## config.mk

```make
export PLATFORM = sky130hd
export DESIGN_NAME = keypad_pin_and_setpoint_entry_unit
export DESIGN_NICKNAME = d
export VERILOG_FILES = /design/src/sv/kpe_pkg.sv /design/src/sv/kpe_in_stage.sv /design/src/sv/kpe_core.sv /design/src/sv/kpe_out_stage.sv /design/src/sv/keypad_pin_and_setpoint_entry_unit.sv
export SDC_FILE = /design/constraint.sdc
export NUM_CORES = 1
export LEC_CHECK = 0
export ABC_AREA = 0
export BUFFER_PORTS_ARGS = -buffer_cell sky130_fd_sc_hd__buf_4
export CAP_MARGIN = 20
export CORE_ASPECT_RATIO = 1.2
export CORE_MARGIN = 1.5
export CORE_UTILIZATION = 50
export DETAILED_ROUTE_END_ITERATION = 16
export PLACE_DENSITY = 0.8
export SKIP_CTS_REPAIR_TIMING = 1
export SLEW_MARGIN = 15
export SYNTH_ARGS = -nofsm -noshare
export SYNTH_HDL_FRONTEND = slang
export SYNTH_SLANG_ARGS = --single-unit
```

## constraint.sdc

```tcl
create_clock -name clk -period 5.35 [get_ports clk]
set_input_delay 0.2675 -clock clk [delete_from_list [all_inputs] [get_ports clk]]
set_output_delay 0.2675 -clock clk [all_outputs]
set_load 0.01 [all_outputs]
```

## src/sv/kpe_pkg.sv

```systemverilog
// Package for the keypad PIN and setpoint entry unit.
// Holds key codes, event codes, widths and the result word type.
// No dependencies; every other file in this block imports it.
package kpe_pkg;

  // Digit limits of the two entry modes.
  localparam int PIN_DIGITS          = 4;
  localparam int MAX_SETPOINT_DIGITS = 9;

  // Widths of the stored values and counters.
  localparam int PIN_W     = 14;
  localparam int PCNT_W    = $clog2(PIN_DIGITS + 1);
  localparam int SCNT_W    = $clog2(MAX_SETPOINT_DIGITS + 1);
  localparam int KEY_W     = 8;
  localparam int KIND_W    = 2;
  localparam int SP_BYTE_W = 8;

  // ASCII key codes.
  localparam logic [KEY_W-1:0] KEY_BACK  = 8'h23;
  localparam logic [KEY_W-1:0] KEY_ENTER = 8'h2A;
  localparam logic [KEY_W-1:0] KEY_ZERO  = 8'h30;
  localparam logic [KEY_W-1:0] KEY_NINE  = 8'h39;

  // Event codes reported on the result channel.
  localparam logic [KIND_W-1:0] EV_GRANTED  = 2'd0;
  localparam logic [KIND_W-1:0] EV_DENIED   = 2'd1;
  localparam logic [KIND_W-1:0] EV_SETPOINT = 2'd2;

  // Entry modes.
  localparam logic MODE_PIN      = 1'b0;
  localparam logic MODE_SETPOINT = 1'b1;

  // Result of one key word, handed from the core to the output register.
  typedef struct packed {
    logic                 valid;
    logic [KIND_W-1:0]    kind;
    logic [SP_BYTE_W-1:0] sp_byte;
  } kpe_result_t;

endpackage

```

## src/sv/kpe_in_stage.sv

```systemverilog
// Input register of the keypad entry unit.
// Holds one key word until the core consumes it; depends on kpe_pkg.
module kpe_in_stage
  import kpe_pkg::*;
(
  input  logic             clk,
  input  logic             rst_n,
  input  logic             in_tvalid,
  output logic             in_tready,
  input  logic [KEY_W-1:0] in_tdata,
  input  logic             consume,
  output logic             key_valid,
  output logic [KEY_W-1:0] key_code
);

  logic             valid_r;
  logic             valid_nxt;
  logic [KEY_W-1:0] key_r;

  // The register takes a new word when empty or when its word leaves.
  assign in_tready = !valid_r || consume;
  assign valid_nxt = (in_tvalid && in_tready) ? 1'b1 : (consume ? 1'b0 : valid_r);

  always_ff @(posedge clk) begin
    if (!rst_n) begin
      valid_r <= 1'b0;
    end else begin
      valid_r <= valid_nxt;
    end
  end

  // Key payload needs no reset.
  always_ff @(posedge clk) begin
    if (in_tvalid && in_tready) begin
      key_r <= in_tdata;
    end
  end

  assign key_valid = valid_r;
  assign key_code  = key_r;

endmodule

```

## src/sv/kpe_core.sv

```systemverilog
// Entry state and per-key update of the keypad entry unit.
// Keeps PIN and setpoint prefix stacks; depends on kpe_pkg.
module kpe_core
  import kpe_pkg::*;
(
  input  logic             clk,
  input  logic             rst_n,
  input  logic             step,
  input  logic [KEY_W-1:0] key_code,
  input  logic             cfg_we,
  input  logic [PIN_W-1:0] cfg_wdata,
  output kpe_result_t      result
);

  // Configured access code.
  logic [PIN_W-1:0] pin_code_r;

  // Control state.
  logic              mode_r, mode_nxt;
  logic [PCNT_W-1:0] pcnt_r, pcnt_nxt;
  logic [SCNT_W-1:0] scnt_r, scnt_nxt;
  logic              seen_r, seen_nxt;

  // Prefix stacks: entry 0 holds the value of all digits held, entry 1 the
  // value without the last digit, and so on. The setpoint stack keeps only
  // the low byte, which is all that is ever reported.
  logic [PIN_W-1:0]     pin_stk_r [PIN_DIGITS];
  logic [PIN_W-1:0]     pin_stk_nxt [PIN_DIGITS];
  logic [SP_BYTE_W-1:0] sp_stk_r [MAX_SETPOINT_DIGITS];
  logic [SP_BYTE_W-1:0] sp_stk_nxt [MAX_SETPOINT_DIGITS];

  // Key decode.
  logic                 is_digit;
  logic                 is_back;
  logic                 is_enter;
  logic [3:0]           digit;
  logic [PIN_W-1:0]     pin_top;
  logic [PIN_W+3:0]     pin_times10;
  logic [PIN_W-1:0]     pin_push;
  logic [SP_BYTE_W-1:0] sp_top;
  logic [SP_BYTE_W-1:0] sp_push;
  logic                 pin_match;

  assign is_digit = (key_code >= KEY_ZERO) && (key_code <= KEY_NINE);
  assign is_back  = (key_code == KEY_BACK);
  assign is_enter = (key_code == KEY_ENTER);
  assign digit    = key_code[3:0];

  // New prefix values: an empty stack counts as zero.
  assign pin_top     = (pcnt_r == '0) ? '0 : pin_stk_r[0];
  assign pin_times10 = {1'b0, pin_top, 3'b000} + {3'b000, pin_top, 1'b0};
  assign pin_push    = pin_times10[PIN_W-1:0] + {{(PIN_W-4){1'b0}}, digit};
  assign sp_top      = (scnt_r == '0) ? '0 : sp_stk_r[0];
  assign sp_push     = {sp_top[SP_BYTE_W-4:0], 3'b000} + {sp_top[SP_BYTE_W-2:0], 1'b0}
                       + {{(SP_BYTE_W-4){1'b0}}, digit};
  assign pin_match   = (pin_stk_r[0] == pin_code_r);

  // Next-state and result logic for one key.
  always_comb begin
    mode_nxt    = mode_r;
    pcnt_nxt    = pcnt_r;
    scnt_nxt    = scnt_r;
    seen_nxt    = seen_r;
    pin_stk_nxt = pin_stk_r;
    sp_stk_nxt  = sp_stk_r;
    result      = '0;

    if (mode_r == MODE_PIN) begin
      if (is_back) begin
        if (pcnt_r != '0) begin
          pcnt_nxt = pcnt_r - PCNT_W'(1);
          for (int i = 0; i < PIN_DIGITS - 1; i++) begin
            pin_stk_nxt[i] = pin_stk_r[i+1];
          end
        end
      end else if (is_digit) begin
        if (pcnt_r < PCNT_W'(PIN_DIGITS)) begin
          pcnt_nxt       = pcnt_r + PCNT_W'(1);
          pin_stk_nxt[0] = pin_push;
          for (int i = 1; i < PIN_DIGITS; i++) begin
            pin_stk_nxt[i] = pin_stk_r[i-1];
          end
        end
      end else if (is_enter) begin
        if (pcnt_r == PCNT_W'(PIN_DIGITS)) begin
          pcnt_nxt     = '0;
          result.valid = 1'b1;
          result.kind  = pin_match ? EV_GRANTED : EV_DENIED;
          if (pin_match) begin
            mode_nxt = MODE_SETPOINT;
            scnt_nxt = '0;
            seen_nxt = 1'b0;
          end
        end
      end
    end else begin
      if (is_back) begin
        if (scnt_r != '0) begin
          scnt_nxt = scnt_r - SCNT_W'(1);
          for (int i = 0; i < MAX_SETPOINT_DIGITS - 1; i++) begin
            sp_stk_nxt[i] = sp_stk_r[i+1];
          end
        end
      end else if (is_digit) begin
        if (scnt_r < SCNT_W'(MAX_SETPOINT_DIGITS)) begin
          scnt_nxt      = scnt_r + SCNT_W'(1);
          seen_nxt      = 1'b1;
          sp_stk_nxt[0] = sp_push;
          for (int i = 1; i < MAX_SETPOINT_DIGITS; i++) begin
            sp_stk_nxt[i] = sp_stk_r[i-1];
          end
        end
      end else if (is_enter) begin
        // A session in which every digit was deleted still reports zero.
        result.valid   = seen_r;
        result.kind    = EV_SETPOINT;
        result.sp_byte = sp_top;
        scnt_nxt       = '0;
        seen_nxt       = 1'b0;
        pcnt_nxt       = '0;
        mode_nxt       = MODE_PIN;
      end
    end
  end

  // Control registers.
  always_ff @(posedge clk) begin
    if (!rst_n) begin
      mode_r     <= MODE_PIN;
      pcnt_r     <= '0;
      scnt_r     <= '0;
      seen_r     <= 1'b0;
      pin_code_r <= PIN_W'(2222);
    end else begin
      if (step) begin
        mode_r <= mode_nxt;
        pcnt_r <= pcnt_nxt;
        scnt_r <= scnt_nxt;
        seen_r <= seen_nxt;
      end
      if (cfg_we) begin
        pin_code_r <= cfg_wdata;
      end
    end
  end

  // Stack payload; entries beyond the count are never read.
  always_ff @(posedge clk) begin
    if (step) begin
      pin_stk_r <= pin_stk_nxt;
      sp_stk_r  <= sp_stk_nxt;
    end
  end

  // Counters never pass their limits.
  a_pcnt_range: assert property (@(posedge clk) disable iff (!rst_n)
    pcnt_r <= PCNT_W'(PIN_DIGITS))
    else $error("PIN digit count above limit");

  a_scnt_range: assert property (@(posedge clk) disable iff (!rst_n)
    scnt_r <= SCNT_W'(MAX_SETPOINT_DIGITS))
    else $error("setpoint digit count above limit");

  // Setpoint state is empty in PIN mode, PIN state is empty in setpoint mode.
  a_mode_clean: assert property (@(posedge clk) disable iff (!rst_n)
    (mode_r == MODE_PIN) |-> (scnt_r == '0 && !seen_r))
    else $error("setpoint state left over in PIN mode");

  a_setpoint_clean: assert property (@(posedge clk) disable iff (!rst_n)
    (mode_r == MODE_SETPOINT) |-> (pcnt_r == '0))
    else $error("PIN digits held in setpoint mode");

  // A grant always opens a setpoint session.
  a_grant_mode: assert property (@(posedge clk) disable iff (!rst_n)
    (step && result.valid && result.kind == EV_GRANTED) |=> (mode_r == MODE_SETPOINT))
    else $error("grant did not enter setpoint mode");

endmodule

```

## src/sv/kpe_out_stage.sv

```systemverilog
// Output register of the keypad entry unit.
// Holds one result word until the sink takes it; depends on kpe_pkg.
module kpe_out_stage
  import kpe_pkg::*;
(
  input  logic        clk,
  input  logic        rst_n,
  input  logic        step,
  input  kpe_result_t result,
  output logic        slot_free,
  output logic        out_tvalid,
  input  logic        out_tready,
  output logic [15:0] out_tdata
);

  logic                 valid_r, valid_nxt;
  logic [KIND_W-1:0]    kind_r;
  logic [SP_BYTE_W-1:0] sp_byte_r;
  logic                 load;

  // The slot is free when empty or when its word leaves this cycle.
  assign slot_free = !valid_r || out_tready;
  assign load      = step && result.valid;
  assign valid_nxt = load ? 1'b1 : (out_tready ? 1'b0 : valid_r);

  always_ff @(posedge clk) begin
    if (!rst_n) begin
      valid_r <= 1'b0;
    end else begin
      valid_r <= valid_nxt;
    end
  end

  always_ff @(posedge clk) begin
    if (load) begin
      kind_r    <= result.kind;
      sp_byte_r <= result.sp_byte;
    end
  end

  assign out_tvalid = valid_r;
  assign out_tdata  = {6'b000000, sp_byte_r, kind_r};

endmodule

```

## src/sv/keypad_pin_and_setpoint_entry_unit.sv

```systemverilog
// Keypad PIN check and setpoint entry: top level.
// A key word waits in the input register until the output register is free;
// the core's update then loads its result word, offered on out_tvalid.
// Throughput: one key word per cycle while out_tready does not hold the output.
// Reset (rst_n low, synchronous) empties both registers, enters PIN mode with
// no digits held, and sets the access code to 2222.
module keypad_pin_and_setpoint_entry_unit
  import kpe_pkg::*;
(
  input  logic        clk,
  input  logic        rst_n,
  input  logic        in_tvalid,
  output logic        in_tready,
  input  logic [7:0]  in_tdata,    // [7:0] key_code
  output logic        out_tvalid,
  input  logic        out_tready,
  output logic [15:0] out_tdata,   // [1:0] event_kind, [9:2] setpoint_byte, [15:10] zero
  input  logic        cfg_we,
  input  logic [13:0] cfg_wdata    // pin_code
);

  logic             key_valid;
  logic [KEY_W-1:0] key_code;
  logic             slot_free;
  logic             step;
  kpe_result_t      result;

  // A key word is processed once the output register can take its result.
  assign step = key_valid && slot_free;

  kpe_in_stage u_in (
    .clk       (clk),
    .rst_n     (rst_n),
    .in_tvalid (in_tvalid),
    .in_tready (in_tready),
    .in_tdata  (in_tdata),
    .consume   (step),
    .key_valid (key_valid),
    .key_code  (key_code)
  );

  kpe_core u_core (
    .clk       (clk),
    .rst_n     (rst_n),
    .step      (step),
    .key_code  (key_code),
    .cfg_we    (cfg_we),
    .cfg_wdata (cfg_wdata),
    .result    (result)
  );

  kpe_out_stage u_out (
    .clk        (clk),
    .rst_n      (rst_n),
    .step       (step),
    .result     (result),
    .slot_free  (slot_free),
    .out_tvalid (out_tvalid),
    .out_tready (out_tready),
    .out_tdata  (out_tdata)
  );

endmodule
```

==> impl_metrics.yaml <==
run_status:
  run_status: "finished clean"
drt:
  wire_per_inst_um: 17.9
  vias: 5006
  first_pass_iters: 5
  drt_iter0_drc: 453
  wirelength_um: 15500
  drc: 0
  via_per_inst: 5.80
  postRouteAntennaNets: 0
critical_path:
  worstSetupStartpoint: "u_core.pcnt_r[0]$_SDFFE_PN0P_"
  end_kind: "flip-flop"
  critical_path.max_fanout: 16
  startpoint_type: "flip-flop"
  critical_path_class: "flip-flop to flip-flop"
  path_cells: "inv_1, ha_1, nand2_1, nand2_1, xnor2_1, ha_1, a31o_2, ha_1, a211oi_1, o21ai_0, and3b_1, a2111oi_0, a21oi_1, xnor2_1, o21ai_0"
  critPathSlowestCell: "a2111oi_0"
  arrival_ps: 4170
  r2r-start: "u_core.pcnt_r[0]$_SDFFE_PN0P_"
  path_common_cell: "ha_1"
  r2r_slack_ps: 1340
  crit_required_ps: 5500
  critPathMaxStageDelay_ps: 730
sta:
  fin_tns_setup_ps: 0
  fin_worst_skew_ps: 9.42
  relSlewSlack_pct: 31.4
  grt_setup_unrepaired: "false"
  hold_viol: 0
  finalCriticalPeriod_ps: 4010
  setup_violations: 0
  fmax_mhz: 249
  tightest_slew_ps: 1030
  period_share_pct: 75.0
  final-max-slew-violation-count: 0
synthesis:
  yosysTopAreaCellShare_pct: 54.4
  avgSynthCellArea_um2: 13.3
  ys_warn_count: 0
  ys_async_sr_fraction_pct: 0
  syn_inst: 606
  synth.largest_area_cell: "edfxtp_1"
  synthesis.area_mm2: 0.00805
  synthFlopType: "edfxtp_1"
  ys_types: 54
  synth_seq_cells: 171
  seq_area_frac_synth_pct: 60.6
  synth_edf_count: 146
  synth_area_leaders: "edfxtp_1, a22o_1, dfxtp_1, ha_1, xor2_1"
floorplan:
  core_area_mm2: 0.0157
  start_util_pct: 51.3
  pin_count: 45
  die_w_um: 119
  rows: 50
  die-area_mm2: 0.0169
  die_y_um: 142
clock_network:
  clkSlewWorstSetupHoldPaths_ps: 70
  cts_tree: "done"
  clockBufferDepth: 2
  clockRootBuffer: "clkbuf_16"
  clock_sinks: 171
  cts_buffers: 17
  ctsHtreeMaxLevel: 4
  clk_latency_ps: 430
flow_run:
  maxCapViolations: 0
global_routing:
  grt_max_degree: 91
  grt_pass1_vias: 4969
  antenna_found_initial: 0
  grt_pass1_wl_um: 25000
  grt_usage_pct: 19.0
  grt_overflow: 0
layout:
  drive_gt1_share_pct: 13.7
  nFillCells: 1211
  stdcell_area_mm2: 0.00920
  final_common_cell: "edfxtp_1"
  syn2layout_area_growth_pct: 14.3
  num_antenna_cells: 0
  mostFrequentLayoutCells: "edfxtp_1, a22o_1, buf_4, ha_1, nor2_1"
  final_nets: 709
power:
  leakage_uw: 0.00352
  peakVddDrop_mv: 0.266
  p_per_area_mw_per_mm2: 310
min_path:
  hp-class: "input port to flip-flop"
  min-delay-start: "in_tdata[0]"
placement:
  gp_congestion: 0.861
  hpwl_um: 10100
  place_area_mm2: 0.00853
  place.port_buffers: 38
path summary, 6_finish.rpt:
check                                   end  depth (start not counted)
max          u_core.pin_stk_r[55]$_DFFE_PP_                         15
min              u_in.key_code[0]$_DFFE_PP_                          1
max reg2reg  u_core.pin_stk_r[55]$_DFFE_PP_                         15
min reg2reg  u_core.pin_stk_r[12]$_DFFE_PP_                          0
cell usage after synthesis (all sizes together) (2+ instances only):
| master | n |
|---|---|
| a2111oi | 2 |
| a211oi | 2 |
| a21o | 2 |
| a21oi | 20 |
| a22o | 94 |
| a31oi | 2 |
| a32o | 3 |
| and2 | 20 |
| and3 | 6 |
| buf | 11 |
| clkbuf | 26 |
| dfxtp | 25 |
| edfxtp | 146 |
| fa | 3 |
| ha | 37 |
| inv | 10 |
| mux2i | 17 |
| nand2 | 31 |
| nand2b | 7 |
| nand3 | 2 |
| nor2 | 35 |
| nor2b | 10 |
| nor3 | 8 |
| nor4 | 4 |
| o211a | 2 |
| o21a | 3 |
| o21ai | 22 |
| o21bai | 2 |
| o31ai | 2 |
| or3 | 4 |
| xnor2 | 9 |
| xor2 | 23 |
sequential cells by signal (all words and copies together) (netlist names):
register	cells
u_core.mode_r	1
u_out.sp_byte_r	8
u_core.pin_code_r	14
u_out.kind_r	2
u_in.key_code	8
u_out.out_tvalid	1
u_core.seen_r	1
u_core.pin_stk_r	56
u_in.key_valid	1
u_core.scnt_r	4
u_core.pcnt_r	3
u_core.sp_stk_r	72
metrics by stage:
stage               hold slack (ps)  util [%]  cells  worst slack, ps  power, µW
finish                         13.0      58.6    863             1340       2860
floorplan                       366         -    611              275       1540
global route                   1.07      58.6    863              954       2930
global placement                432      54.3    827             1530       1570
CTS                           -1.93      58.4    859             1340       2870
detailed placement              435      54.3    827             1330       1570
area by class of cell:
| cell class | count | area, µm² | area share, % |
|---|---|---|---|
| Clock buffer | 17 | 425 | 4.62 |
| Clock inverter | 15 | 206 | 2.24 |
| Inverter | 11 | 41.3 | 0.449 |
| Multi-Input combinational cell | 392 | 3010 | 32.7 |
| Sequential cell | 171 | 4880 | 53.1 |
| Tap cell | 208 | 260 | 2.83 |
| Timing Repair Buffer | 49 | 378 | 4.11 |
cells by family (layout without fill, tap and decap cells):
| group | after synthesis | after routing | share of synthesized area [%] |
|---|---|---|---|
| compound gates | 163 | 163 | 15.7 |
| xor+xnor | 32 | 32 | 3.48 |
| fa+ha+maj | 40 | 40 | 6.49 |
| buf+inv | 48 | 92 | 2.53 |
| flops | 171 | 171 | 60.6 |
| mux | 17 | 17 | 2.11 |
| other cells | 1 | 6 | 0.0466 |
| simple gates | 134 | 134 | 8.95 |
layer usage:
metal / global-route usage [%] / vias up / routed length (µm)
met4: 6.85 / 0 / 310
met3: 4.69 / 22 / 588
met1: 24.8 / 2468 / 6960
met5: 0 / - / 0
met2: 30.9 / 120 / 7630
li1: - / 2396 / -
critical path, delay by kind of cell, from the launching register on:
| family | cells | cell delay [ps] |
|---|---|---|
| adder cells (fa/ha/maj) | 3 | 660 |
| flip-flops | 1 | 370 |
| buffers and inverters | 1 | 80 |
| AO/OA/AOI/OAI | 6 | 1610 |
| AND/OR/NAND/NOR | 3 | 690 |
| XOR/XNOR | 2 | 340 |
report_power, final:
group,switching (µW),leakage [µW],total [µW],internal [µW]
sequential,14.9,0.00158,1460,1440
combinational,42.4,0.00164,83.1,40.8
clock,558,0.000305,1310,756
No activity file was read; power rests on OpenSTA's default activity.
